## src/hw/rtl/flm_pkg.sv

```systemverilog
// flm_pkg: shared types, constants and the case-folding function of the
// fixed-string line matcher. No dependencies; used by every module of the block.

package flm_pkg;

    // fixed pattern storage given by the four 64-bit pattern words
    localparam int PATTERN_SLOTS   = 32;
    localparam int MAX_PATTERN_DEF = 32;
    localparam int CFG_DATA_W      = 64;
    localparam int CFG_INDEX_W     = 3;
    localparam int LEN_W           = 6;
    localparam int CHAR_W          = 8;
    localparam int LINE_NUM_W      = 32;
    localparam int OUT_TDATA_W     = 40;

    typedef enum logic [CFG_INDEX_W-1:0] {
        REG_PATTERN_WORD_0 = 3'd0,
        REG_PATTERN_WORD_1 = 3'd1,
        REG_PATTERN_WORD_2 = 3'd2,
        REG_PATTERN_WORD_3 = 3'd3,
        REG_PATTERN_LENGTH = 3'd4,
        REG_CASE_FOLD      = 3'd5
    } flm_reg_t;

    // broadcast from the top level to every cell
    typedef struct packed {
        logic              advance;
        logic              file_start;
        logic              line_end;
        logic              case_fold;
        logic [CHAR_W-1:0] char_folded;
    } flm_cell_ctrl_t;

    typedef struct packed {
        logic                  any_match;
        logic [LINE_NUM_W-1:0] line_number;
        logic                  line_matched;
    } flm_result_t;

    // ascii a-z folding, upper to lower
    function automatic logic [CHAR_W-1:0] fold_byte(input logic [CHAR_W-1:0] b,
                                                    input logic ic);
        logic [CHAR_W-1:0] r;
        r = b;
        if (ic && (b >= 8'h41) && (b <= 8'h5A)) begin
            r = b + 8'h20;
        end
        return r;
    endfunction

endpackage

```

## src/hw/rtl/flm_cell.sv

```systemverilog
// flm_cell: one position of the shift-and match chain; holds one partial-match
// bit and passes it to its right-hand neighbour. Depends on flm_pkg.

module flm_cell (
    input  logic                      aclk,
    input  logic                      aresetn,
    input  flm_pkg::flm_cell_ctrl_t   ctrl,
    input  logic [flm_pkg::CHAR_W-1:0] pattern_byte,
    input  logic                      active,
    input  logic                      last,
    input  logic                      prev_bit,
    output logic                      match_bit,
    output logic                      hit
);
    import flm_pkg::*;

    logic match_reg;
    logic match_next;
    logic cmp_bit;

    assign cmp_bit = active & prev_bit
                   & (fold_byte(pattern_byte, ctrl.case_fold) == ctrl.char_folded);

    // the last active cell flags a full pattern ending at this byte
    assign hit = cmp_bit & last;

    always_comb begin
        match_next = match_reg;
        if (ctrl.advance) begin
            match_next = ctrl.line_end ? 1'b0 : cmp_bit;
        end
    end

    always_ff @(posedge aclk) begin
        if (!aresetn) begin
            match_reg <= 1'b0;
        end else begin
            match_reg <= match_next;
        end
    end

    assign match_bit = match_reg;

endmodule

```

## src/hw/rtl/flm_result_buf.sv

```systemverilog
// flm_result_buf: two-entry output register with skid stage for result beats,
// so input beats keep flowing while a result waits. Depends on flm_pkg.

module flm_result_buf (
    input  logic                 aclk,
    input  logic                 aresetn,
    input  logic                 push,
    input  flm_pkg::flm_result_t push_data,
    output logic                 push_ready,
    output logic                 out_valid,
    input  logic                 out_ready,
    output flm_pkg::flm_result_t out_data
);
    import flm_pkg::*;

    logic        main_valid_reg;
    logic        main_valid_next;
    logic        skid_valid_reg;
    logic        skid_valid_next;
    flm_result_t main_data_reg;
    flm_result_t main_data_next;
    flm_result_t skid_data_reg;
    flm_result_t skid_data_next;
    logic        pop;

    assign pop        = main_valid_reg & out_ready;
    assign push_ready = ~skid_valid_reg;

    always_comb begin
        main_valid_next = main_valid_reg;
        skid_valid_next = skid_valid_reg;
        main_data_next  = main_data_reg;
        skid_data_next  = skid_data_reg;
        if (pop) begin
            if (skid_valid_reg) begin
                main_data_next  = skid_data_reg;
                skid_valid_next = push;
                skid_data_next  = push_data;
            end else begin
                main_valid_next = push;
                main_data_next  = push_data;
            end
        end else if (push) begin
            if (!main_valid_reg) begin
                main_valid_next = 1'b1;
                main_data_next  = push_data;
            end else begin
                skid_valid_next = 1'b1;
                skid_data_next  = push_data;
            end
        end
    end

    always_ff @(posedge aclk) begin
        if (!aresetn) begin
            main_valid_reg <= 1'b0;
            skid_valid_reg <= 1'b0;
        end else begin
            main_valid_reg <= main_valid_next;
            skid_valid_reg <= skid_valid_next;
        end
    end

    always_ff @(posedge aclk) begin
        main_data_reg <= main_data_next;
        skid_data_reg <= skid_data_next;
    end

    assign out_valid = main_valid_reg;
    assign out_data  = main_data_reg;

    // skid entry is only ever filled behind a full main entry
    a_skid_behind_main: assert property (@(posedge aclk) disable iff (!aresetn)
        skid_valid_reg |-> main_valid_reg)
        else $error("skid entry valid without main entry");

    // upstream is held off whenever the skid entry is in use
    a_no_overflow: assert property (@(posedge aclk) disable iff (!aresetn)
        push |-> !skid_valid_reg)
        else $error("result pushed into a full buffer");

endmodule

```

## src/hw/rtl/fixed_string_line_matcher.sv

```systemverilog
// fixed_string_line_matcher: top level; configuration registers, line and file
// bookkeeping, the cell chain and the result buffer. Depends on flm_pkg,
// flm_cell and flm_result_buf.
//
// Takes one text byte per clock on the s_ channel and searches each line for a
// literal pattern of up to 32 bytes, with optional a-z case folding. The
// search is a chain of cells, one per pattern byte, that all update in the
// same cycle as the byte is taken, so a new byte is accepted every cycle while
// s_tready is high. A byte marked with s_tlast closes its line and gives one
// result beat, registered in the result buffer, on the m_ channel; the buffer
// holds two beats, and s_tready drops only while both are waiting. s_tuser
// marks the first byte of a file and restarts line numbering. Configuration
// writes are always taken and apply from the next byte on.

module fixed_string_line_matcher #(
    parameter int MAX_PATTERN = flm_pkg::MAX_PATTERN_DEF
) (
    input  logic                               aclk,
    input  logic                               aresetn,
    // [7:0] char_byte
    input  logic [7:0]                         s_tdata,
    input  logic                               s_tlast,
    // [0] file_start
    input  logic [0:0]                         s_tuser,
    input  logic                               s_tvalid,
    output logic                               s_tready,
    // [0] line_matched, [32:1] line_number, [33] any_match, [39:34] zero
    output logic [flm_pkg::OUT_TDATA_W-1:0]    m_tdata,
    output logic                               m_tvalid,
    input  logic                               m_tready,
    input  logic                               cfg_valid,
    output logic                               cfg_ready,
    input  logic [flm_pkg::CFG_INDEX_W-1:0]    cfg_index,
    input  logic [flm_pkg::CFG_DATA_W-1:0]     cfg_data
);
    import flm_pkg::*;

    localparam int NUM_CELLS = (MAX_PATTERN < PATTERN_SLOTS) ? MAX_PATTERN : PATTERN_SLOTS;
    localparam int PAD_W     = OUT_TDATA_W - LINE_NUM_W - 2;

    logic [PATTERN_SLOTS*CHAR_W-1:0] pattern_reg;
    logic [LEN_W-1:0]                length_reg;
    logic                            case_fold_reg;
    logic                            line_hit_reg;
    logic                            line_hit_next;
    logic [LINE_NUM_W-1:0]           line_count_reg;
    logic [LINE_NUM_W-1:0]           line_count_next;
    logic                            seen_match_reg;
    logic                            seen_match_next;

    logic [LEN_W-1:0]                eff_len;
    logic                            accept;
    flm_cell_ctrl_t                  ctrl;
    logic [NUM_CELLS-1:0]            cell_bits;
    logic [NUM_CELLS-1:0]            cell_hits;
    logic                            hit_now;
    logic                            lh_now;
    logic [LINE_NUM_W-1:0]           count_base;
    logic [LINE_NUM_W-1:0]           count_inc;
    logic                            matched;
    logic                            push;
    flm_result_t                     push_data;
    flm_result_t                     out_data;

    // configuration
    assign cfg_ready = 1'b1;

    always_ff @(posedge aclk) begin
        if (!aresetn) begin
            pattern_reg   <= '0;
            length_reg    <= '0;
            case_fold_reg <= 1'b0;
        end else if (cfg_valid && cfg_ready) begin
            unique case (flm_reg_t'(cfg_index))
                REG_PATTERN_WORD_0: pattern_reg[0*CFG_DATA_W +: CFG_DATA_W] <= cfg_data;
                REG_PATTERN_WORD_1: pattern_reg[1*CFG_DATA_W +: CFG_DATA_W] <= cfg_data;
                REG_PATTERN_WORD_2: pattern_reg[2*CFG_DATA_W +: CFG_DATA_W] <= cfg_data;
                REG_PATTERN_WORD_3: pattern_reg[3*CFG_DATA_W +: CFG_DATA_W] <= cfg_data;
                REG_PATTERN_LENGTH: length_reg    <= cfg_data[LEN_W-1:0];
                REG_CASE_FOLD:      case_fold_reg <= cfg_data[0];
                default: ;
            endcase
        end
    end

    // lengths beyond the cell count clamp to it
    assign eff_len = (length_reg > LEN_W'(NUM_CELLS)) ? LEN_W'(NUM_CELLS) : length_reg;

    assign accept = s_tvalid & s_tready;

    always_comb begin
        ctrl.advance     = accept;
        ctrl.file_start  = s_tuser[0];
        ctrl.line_end    = s_tlast;
        ctrl.case_fold   = case_fold_reg;
        ctrl.char_folded = fold_byte(s_tdata, case_fold_reg);
    end

    // cell chain
    for (genvar i = 0; i < NUM_CELLS; i++) begin : g_cell
        logic prev_bit;
        if (i == 0) begin : g_head
            assign prev_bit = 1'b1;
        end else begin : g_body
            // a file start wipes the vector before the byte is compared
            assign prev_bit = cell_bits[i-1] & ~ctrl.file_start;
        end

        flm_cell u_cell (
            .aclk         (aclk),
            .aresetn      (aresetn),
            .ctrl         (ctrl),
            .pattern_byte (pattern_reg[i*CHAR_W +: CHAR_W]),
            .active       (eff_len > LEN_W'(i)),
            .last         (eff_len == LEN_W'(i + 1)),
            .prev_bit     (prev_bit),
            .match_bit    (cell_bits[i]),
            .hit          (cell_hits[i])
        );
    end

    assign hit_now    = |cell_hits;
    assign lh_now     = (line_hit_reg & ~ctrl.file_start) | hit_now;
    assign count_base = ctrl.file_start ? '0 : line_count_reg;
    assign count_inc  = (&count_base) ? count_base : count_base + 1'b1;
    assign matched    = (eff_len == '0) ? 1'b1 : lh_now;

    always_comb begin
        line_hit_next   = line_hit_reg;
        line_count_next = line_count_reg;
        seen_match_next = seen_match_reg;
        if (accept) begin
            if (s_tlast) begin
                line_hit_next   = 1'b0;
                line_count_next = count_inc;
                seen_match_next = seen_match_reg | matched;
            end else begin
                line_hit_next   = lh_now;
                line_count_next = count_base;
            end
        end
    end

    always_ff @(posedge aclk) begin
        if (!aresetn) begin
            line_hit_reg   <= 1'b0;
            line_count_reg <= '0;
            seen_match_reg <= 1'b0;
        end else begin
            line_hit_reg   <= line_hit_next;
            line_count_reg <= line_count_next;
            seen_match_reg <= seen_match_next;
        end
    end

    // result beat
    assign push = accept & s_tlast;

    always_comb begin
        push_data.line_matched = matched;
        push_data.line_number  = count_inc;
        push_data.any_match    = seen_match_reg | matched;
    end

    flm_result_buf u_result_buf (
        .aclk       (aclk),
        .aresetn    (aresetn),
        .push       (push),
        .push_data  (push_data),
        .push_ready (s_tready),
        .out_valid  (m_tvalid),
        .out_ready  (m_tready),
        .out_data   (out_data)
    );

    assign m_tdata = {PAD_W'(0), out_data.any_match, out_data.line_number,
                      out_data.line_matched};

    // any_match never falls once set
    a_seen_sticky: assert property (@(posedge aclk) disable iff (!aresetn)
        seen_match_reg |=> seen_match_reg)
        else $error("any_match flag cleared");

    // a line end leaves the partial-match vector and line hit empty
    a_line_end_clears: assert property (@(posedge aclk) disable iff (!aresetn)
        (accept && s_tlast) |=> ((cell_bits == '0) && !line_hit_reg))
        else $error("match state survived a line end");

endmodule
```

## config.mk

```make
export PLATFORM = sky130hd
export DESIGN_NAME = fixed_string_line_matcher
export DESIGN_NICKNAME = d
export VERILOG_FILES = /design/src/hw/rtl/flm_pkg.sv /design/src/hw/rtl/flm_cell.sv /design/src/hw/rtl/flm_result_buf.sv /design/src/hw/rtl/fixed_string_line_matcher.sv
export SDC_FILE = /design/constraint.sdc
export NUM_CORES = 1
export LEC_CHECK = 0
export ABC_AREA = 1
export BUFFER_PORTS_ARGS = -buffer_cell sky130_fd_sc_hd__buf_2
export CORE_MARGIN = 2
export CORE_UTILIZATION = 60
export DETAILED_ROUTE_END_ITERATION = 8
export PLACE_DENSITY = 0.8
export SYNTH_ARGS = -nofsm -noshare
export SYNTH_HDL_FRONTEND = slang
export SYNTH_SLANG_ARGS = --single-unit
```

## constraint.sdc

```tcl
create_clock -name aclk -period 5.5 [get_ports aclk]
set_input_delay 0.825 -clock aclk [delete_from_list [all_inputs] [get_ports aclk]]
set_output_delay 0.825 -clock aclk [all_outputs]
set_load 0.02 [all_outputs]
```

==> results of run 1 <==
==> metrics by stage <==
step / util [%] / hold WS, ps / setup slack (ps) / area (sq um) / instances
5_1_grt: 66.8 / 485 / 1780 / 25100 / 4045
3_5_place_dp: 62.9 / 455 / 1540 / 23700 / 3962
2_1_floorplan: - / 443 / 1200 / 22900 / 3474
6_report: 66.8 / 466 / 1990 / 25100 / 4045
3_3_place_gp: 62.9 / 453 / 1600 / 23700 / 3962
4_1_cts: 66.8 / 465 / 2140 / 25100 / 4045
==> synth_stat cells (17+ instances only) <==
cell / n / share of area (%)
buf_2: 21 / 0.46
mux2i_1: 22 / 0.96
o21ai_0: 334 / 7.3
ha_1: 34 / 1.9
nand2_1: 736 / 12
nor3_1: 36 / 0.79
nand4_1: 97 / 2.6
nor2_1: 587 / 9.6
nand3_1: 199 / 4.3
buf_4: 17 / 0.56
xor2_1: 45 / 1.7
inv_1: 370 / 6.1
dfxtp_1: 330 / 29
o22ai_1: 21 / 0.57
clkbuf_1: 118 / 1.9
edfxtp_1: 68 / 8.9
xnor2_1: 29 / 1.1
a21oi_1: 281 / 6.1
==> worst max-delay path, cell delays in order <==
cell and delay [ps]:
buf_2 720, nand2_1 110, nand2_1 100, nand2_2 90, nand3_4 120, nand2_1 70, nand2_2 610, o21ai_0 190
nand3_1 120, nor2_1 70, nand2_1 60, nand2_1 50, nor2_1 100, nand2_1 90, nor2_2 190, nand4_2 140
nand2_1 90, nand2_1 80
==> power breakdown <==
part	total (uW)	switching [uW]	internal, uW
registers	3120	72.7	3050
clock network	3000	1260	1740
logic	735	526	209
total	6860	1860	5000
==> placed cells by master (no fill, tap or decap), types with 12 or more instances in the layout <==
master	instances
inv_1	367
o22ai_1	21
o21ai_0	333
nor2_2	14
mux2i_1	22
a21oi_1	280
buf_4	31
nand2_2	15
xnor2_1	29
nand4_1	97
dfxtp_1	330
nand3_1	198
nor3_1	35
clkbuf_16	47
buf_2	116
xor2_1	45
clkbuf_1	13
nor2_1	582
nand2_1	736
inv_2	12
or2_2	13
edfxtp_1	68
ha_1	34
==> cells by family (layout without fill, tap and decap cells) <==
logic type                 count (synthesis)  after routing  synth area share [%]
other                                      2              7                0.0328
buffers and inverters                    551            611                  9.57
adders and majority gates                 34             34                  1.86
muxes                                     22             22                 0.961
and+or+nand+nor                         1724           1724                  31.9
AOI/OAI and AO/OA                        658            658                  14.7
DFF                                      398            398                  37.8
xor gates and xnor gates                  80             80                  3.26
==> path summary, 6_finish.rpt <==
kind	from	to
worst min register to register	line_count_reg[30]$_SDFFE_PN0P_	line_count_reg[30]$_SDFFE_PN0P_
worst max-delay path	s_tdata[1]	u_result_buf.out_data[33]$_DFFE_PP_
worst min-delay path	line_count_reg[30]$_SDFFE_PN0P_	line_count_reg[30]$_SDFFE_PN0P_
worst max register to register	case_fold_reg$_SDFFE_PN0P_	u_result_buf.out_data[33]$_DFFE_PP_
==> metal layers <==
| metal | wire length [um] | vias to the layer above |
|---|---|---|
| li1 | - | 11300 |
| met1 | 30300 | 10800 |
| met2 | 32800 | 1176 |
| met3 | 7190 | 210 |
| met4 | 3280 | 0 |
| met5 | 0 | - |
==> cell type report <==
class	count	area [sq um]	area share, %
Clock buffer	66	1310	5.20
Clock inverter	17	150	0.597
Inverter	380	1430	5.68
Multi-Input combinational cell	2525	12100	48.3
Sequential cell	398	8650	34.4
Tap cell	511	639	2.54
Timing Repair Buffer	148	825	3.28
==> out/qor.csv, run 1 <==
metric,value,unit
synthesis-to-layout area growth,9.78,%
Max Cap Viol,0,
PwrDens,273,nW/um^2
Via Count,23500,
"EDFF count, synth",68,
worst-skew pair later-pin latency,590,ps
hold path depth,2,
CTS hold repair buffers,0,
asr flop ratio synth,0,%
setup TNS,0,ps
Routed wire per std cell,18.2,um
All-Layer GR Usage,37.3,%
met3 Use GR,5.62,%
width of the die,199,um
crit path max fanout,36,
ANT cells,0,
Max Freq,285,MHz
DR iter-0 viols,2413,
worst setup path category,input pin to register,
Hold WC Path Type,register to register,
CTS tree,yes,
DP HPWL,51700,um
Synth Cell Area,22900,sq um
vias in the first global route,21800,
crit path capture type,register,
first-pass GRT wire length,116000,um
met2 usage,60.0,%
Final Skew,23.6,ps
Final Cycle Share,63.8,%
cts repair resizes,0,
data arrival time of the critical path,3850,ps
layout cells sized above 1,8.60,%
Die H,199,um
outcome,completed,
Worst Tran Pin Value,1190,ps
fin. max-slew vios,0,
# setup viols final,0,
Post-CTS Setup Inserts,0,
Startpoint Class,input pin,
Synth warnings,0,
Vias/cell,5.81,
Ports,125,
largest net degree at the start of global routing,95,
total CTS buffers,45,
relative slew slack,20.2,%
final wirelength,73600,um
Mean Syn Cell Area,6.60,sq um
RePlAce Congestion,0.984,
Final min period,3510,ps
# fillers,3400,
GR Overflow Total,0,
initial core utilization,60.8,%
maximum VDD drop,0.251,mV
Core Area,37700,sq um
met1 Use GR,49.8,%
DR DRC count,0,
Final nets,3614,
Synth Instances,3469,
Cell Rows,71,
grt peak-use layer,met2,
max FFs per register,256,
Static Leakage,0.0105,uW
ANT nets after route,0,
RSZ-0062 raised after global routing,false,
top_reg_cell synth,dfxtp_1,
CTS max path bufs,3,
PortBufs,117,
"Seq/Total Area, Yosys",37.8,%
Root Buffer,clkbuf_16,
Yosys reg bits,398,
Yosys cell types,46,
Sink Count,398,
die area,39800,sq um
number of iterations in the first detailed-routing pass,6,
Worst R2R Setup Slack,2230,ps
worst path required time,5840,ps
"Reg clk slew, reported paths",60,ps
Pwr Total,6860,uW
R2R cell count,18,
initial antenna violation count,0,
final hold vios,0,
number of H-tree levels,2,
Power figures use the tool's default switching activity.
==> run 2, diff against run 1 <==
Clock period 5.5 ns to 3.3 ns, I/O delays scaled along.
==> run 2 against run 1 <==
Compared with the run above: final cell count up 0.57%; die area unchanged; final area up 1.4%; critical path depth down 2; sequential share of layout area down 0.46 points; first-iteration DRC count down 3.5%; clock skew down 7.8 ps; register-to-register slack worse by 2000 ps; global-route usage up 1.5 points; count of clock-buffer cells in the layout down 4; combinational power up 76%; flip-flop and latch count unchanged.
==> out/qor.csv, run 2 (synthesis results as in run 1) <==
metric,value,unit,change
cell family with most CP delay,simple AND/OR/NAND/NOR gates,,
initial core utilization,60.8,%,unchanged
Routed wire per std cell,19.0,um,+4.5%
max FFs per register,256,,unchanged
maximum VDD drop,0.436,mV,+74%
Cell Rows,71,,unchanged
Core Area,37700,sq um,unchanged
largest net degree at the start of global routing,265,,+180%
number of non-filler instances in the completed layout,4068,,+0.57%
"Reg clk slew, reported paths",60,ps,about the same
Int Pwr,8480,uW,+70%
final wirelength,77400,um,+5.1%
Via Count,23800,,+1.2%
CTS tree,yes,,
PwrDens,455,nW/um^2,+67%
outcome,completed,,
initial antenna violation count,3,,+3
width of the die,199,um,unchanged
sequential power share,44.9,%,-0.6 points
fin. max-slew vios,0,,unchanged
# fillers,3350,,-1.5%
CP peak stage delay,370,ps,-350 ps
Root Buffer,clkbuf_16,,
most frequent cells in the layout,"nand2_1, nor2_1, inv_1",,
crit path max fanout,31,,-14%
CTS hold repair buffers,0,,unchanged
Comb power frac,11.1,%,+0.4 points
Startpoint Class,register,,
All-Layer GR Usage,38.7,%,+1.5 points
"Critical Path, Cell by Cell",buf_12 > nand2_1 > nor2_2 > nand3_4 > nand2_2 > buf_4 > xor2_1 > nor2_1 > nand3_1 > nand2_1 > nor2_1 > nand2_1 > nor2_2 > nand4_2 > nand2_1 > nand2_1,,
worst path required time,3640,ps,-2200 ps
# placed instances,3989,,+0.68%
Worst Tran Pin Value,1210,ps,+12.3 ps
die area,39800,sq um,unchanged
DP HPWL,53800,um,+4.2%
critical path's slowest cell,dfxtp_1,,
Final Skew,15.8,ps,-7.80 ps
ANT nets after route,0,,unchanged
DR DRC count,0,,unchanged
Die H,199,um,unchanged
GR Overflow Total,0,,unchanged
Hold WC Path Type,input pin to register,,
relative slew slack,19.5,%,-0.65 points
synthesis-to-layout area growth,11.3,%,
"Top cell by count, worst path",nand2_1,,
Post-CTS Setup Inserts,0,,unchanged
setup TNS,0,ps,unchanged
first-pass GRT wire length,120000,um,+3.1%
WP buf/inv,2,,+1
switching pwr,3110,uW,+68%
crit path capture type,register,,
Max Cap Viol,0,,unchanged
Final nets,3640,,+0.72%
DR iter-0 viols,2329,,-3.5%
# setup viols final,0,,unchanged
PortBufs,117,,unchanged
switching part of the total,26.8,%,-0.23 points
number of H-tree levels,2,,unchanged
total CTS buffers,44,,-2.2%
"most common cell after layout, fill and taps aside",nand2_1,,
Final min period,3030,ps,
layout cells sized above 1,9.22,%,+0.62 points
cts repair resizes,0,,unchanged
RSZ-0062 raised after global routing,false,,
vias in the first global route,21800,,-0.096%
worst-skew pair later-pin latency,580,ps,about the same
Max Freq,330,MHz,
Static Leakage,0.0107,uW,+1.8%
Sink Count,398,,unchanged
clock share of power,44.0,%,+0.3 points
worst setup path category,register to register,,
data arrival time of the critical path,3370,ps,-480 ps
Vias/cell,5.85,,+0.66%
number of iterations in the first detailed-routing pass,6,,unchanged
final hold vios,0,,unchanged
Final Cycle Share,91.8,%,
Pwr Total,11600,uW,+69%
RePlAce Congestion,0.973,,-1.0%
CTS max path bufs,3,,unchanged
Ports,125,,unchanged
ANT cells,0,,unchanged
## run 2: cell count changes in the layout (fill, tap and decap cells not counted)
| cell | previous run | this run |
|---|---|---|
| clkbuf_1 | 13 | 12 |
| clkinv_2 | 10 | 7 |
| o21ai_4 | 1 | 0 |
| inv_6 | 1 | 2 |
| bufinv_16 | 2 | 5 |
| buf_12 | 0 | 11 |
| clkinvlp_4 | 2 | 0 |
| o21ai_2 | 1 | 2 |
| buf_4 | 31 | 47 |
| clkinv_4 | 2 | 3 |
| clkbuf_8 | 6 | 5 |
| clkbuf_16 | 47 | 45 |
## run 2: layout make-up
cell class                 count  area (sq um)  share of cell area, %
inverter                     380          1430                   5.60
sequential                   398          8650                   33.9
clock buffer                  62          1240                   4.86
multi-input combinational   2525         12100                   47.6
tap                          511           639                   2.51
timing repair buffer         175          1160                   4.57
clock inverter                17           228                  0.893
## run 2: worst paths after layout
kind,start,to,slack (ps),cells past startpoint
hold reg to reg,line_count_reg[30]$_SDFFE_PN0P_,line_count_reg[30]$_SDFFE_PN0P_,470,2
setup / recovery,case_fold_reg$_SDFFE_PN0P_,u_result_buf.out_data[33]$_DFFE_PP_,270,16
hold / removal,cfg_data[19],pattern_reg[19]$_SDFFE_PN0P_,190,3
setup reg to reg,case_fold_reg$_SDFFE_PN0P_,u_result_buf.out_data[33]$_DFFE_PP_,270,16
## run 2: per-stage QoR
step / hold slack (ps) / util [%] / cell area, sq um / setup slack, ps
after floorplan: 443 / - / 22900 / 58.1
after global placement: 453 / 63.8 / 24000 / 225
final: 192 / 67.7 / 25500 / 272
after CTS: 178 / 67.7 / 25500 / 316
after detailed placement: 458 / 63.8 / 24000 / 185
after global routing: 211 / 67.7 / 25500 / 61.3
## run 2: power groups by stage
stage	Sequential (uW)	Combinational, uW	Clock [uW]
2_1_floorplan	5310	773	0
3_3_place_gp	5300	1230	0
3_5_place_dp	5310	1250	0
4_1_cts	5200	1260	5130
5_1_grt	5220	1410	5310
6_report	5210	1290	5100
## run 2: metal layers
layer | wire length (um) | vias up | global-route usage [%]
li1 | - | 11400 | -
met1 | 30800 | 10900 | 50.1
met2 | 34800 | 1254 | 62.9
met3 | 8060 | 244 | 7.00
met4 | 3650 | 2 | 18.2
met5 | 13 | - | 0
## run 2: worst reg2reg max path: cells and delay by family, from the launching register on
kind | cells | cell delay [ps]
and+or+nand+nor | 13 | 1650
buffers and inverters | 2 | 580
DFF | 1 | 370
xor gates and xnor gates | 1 | 180
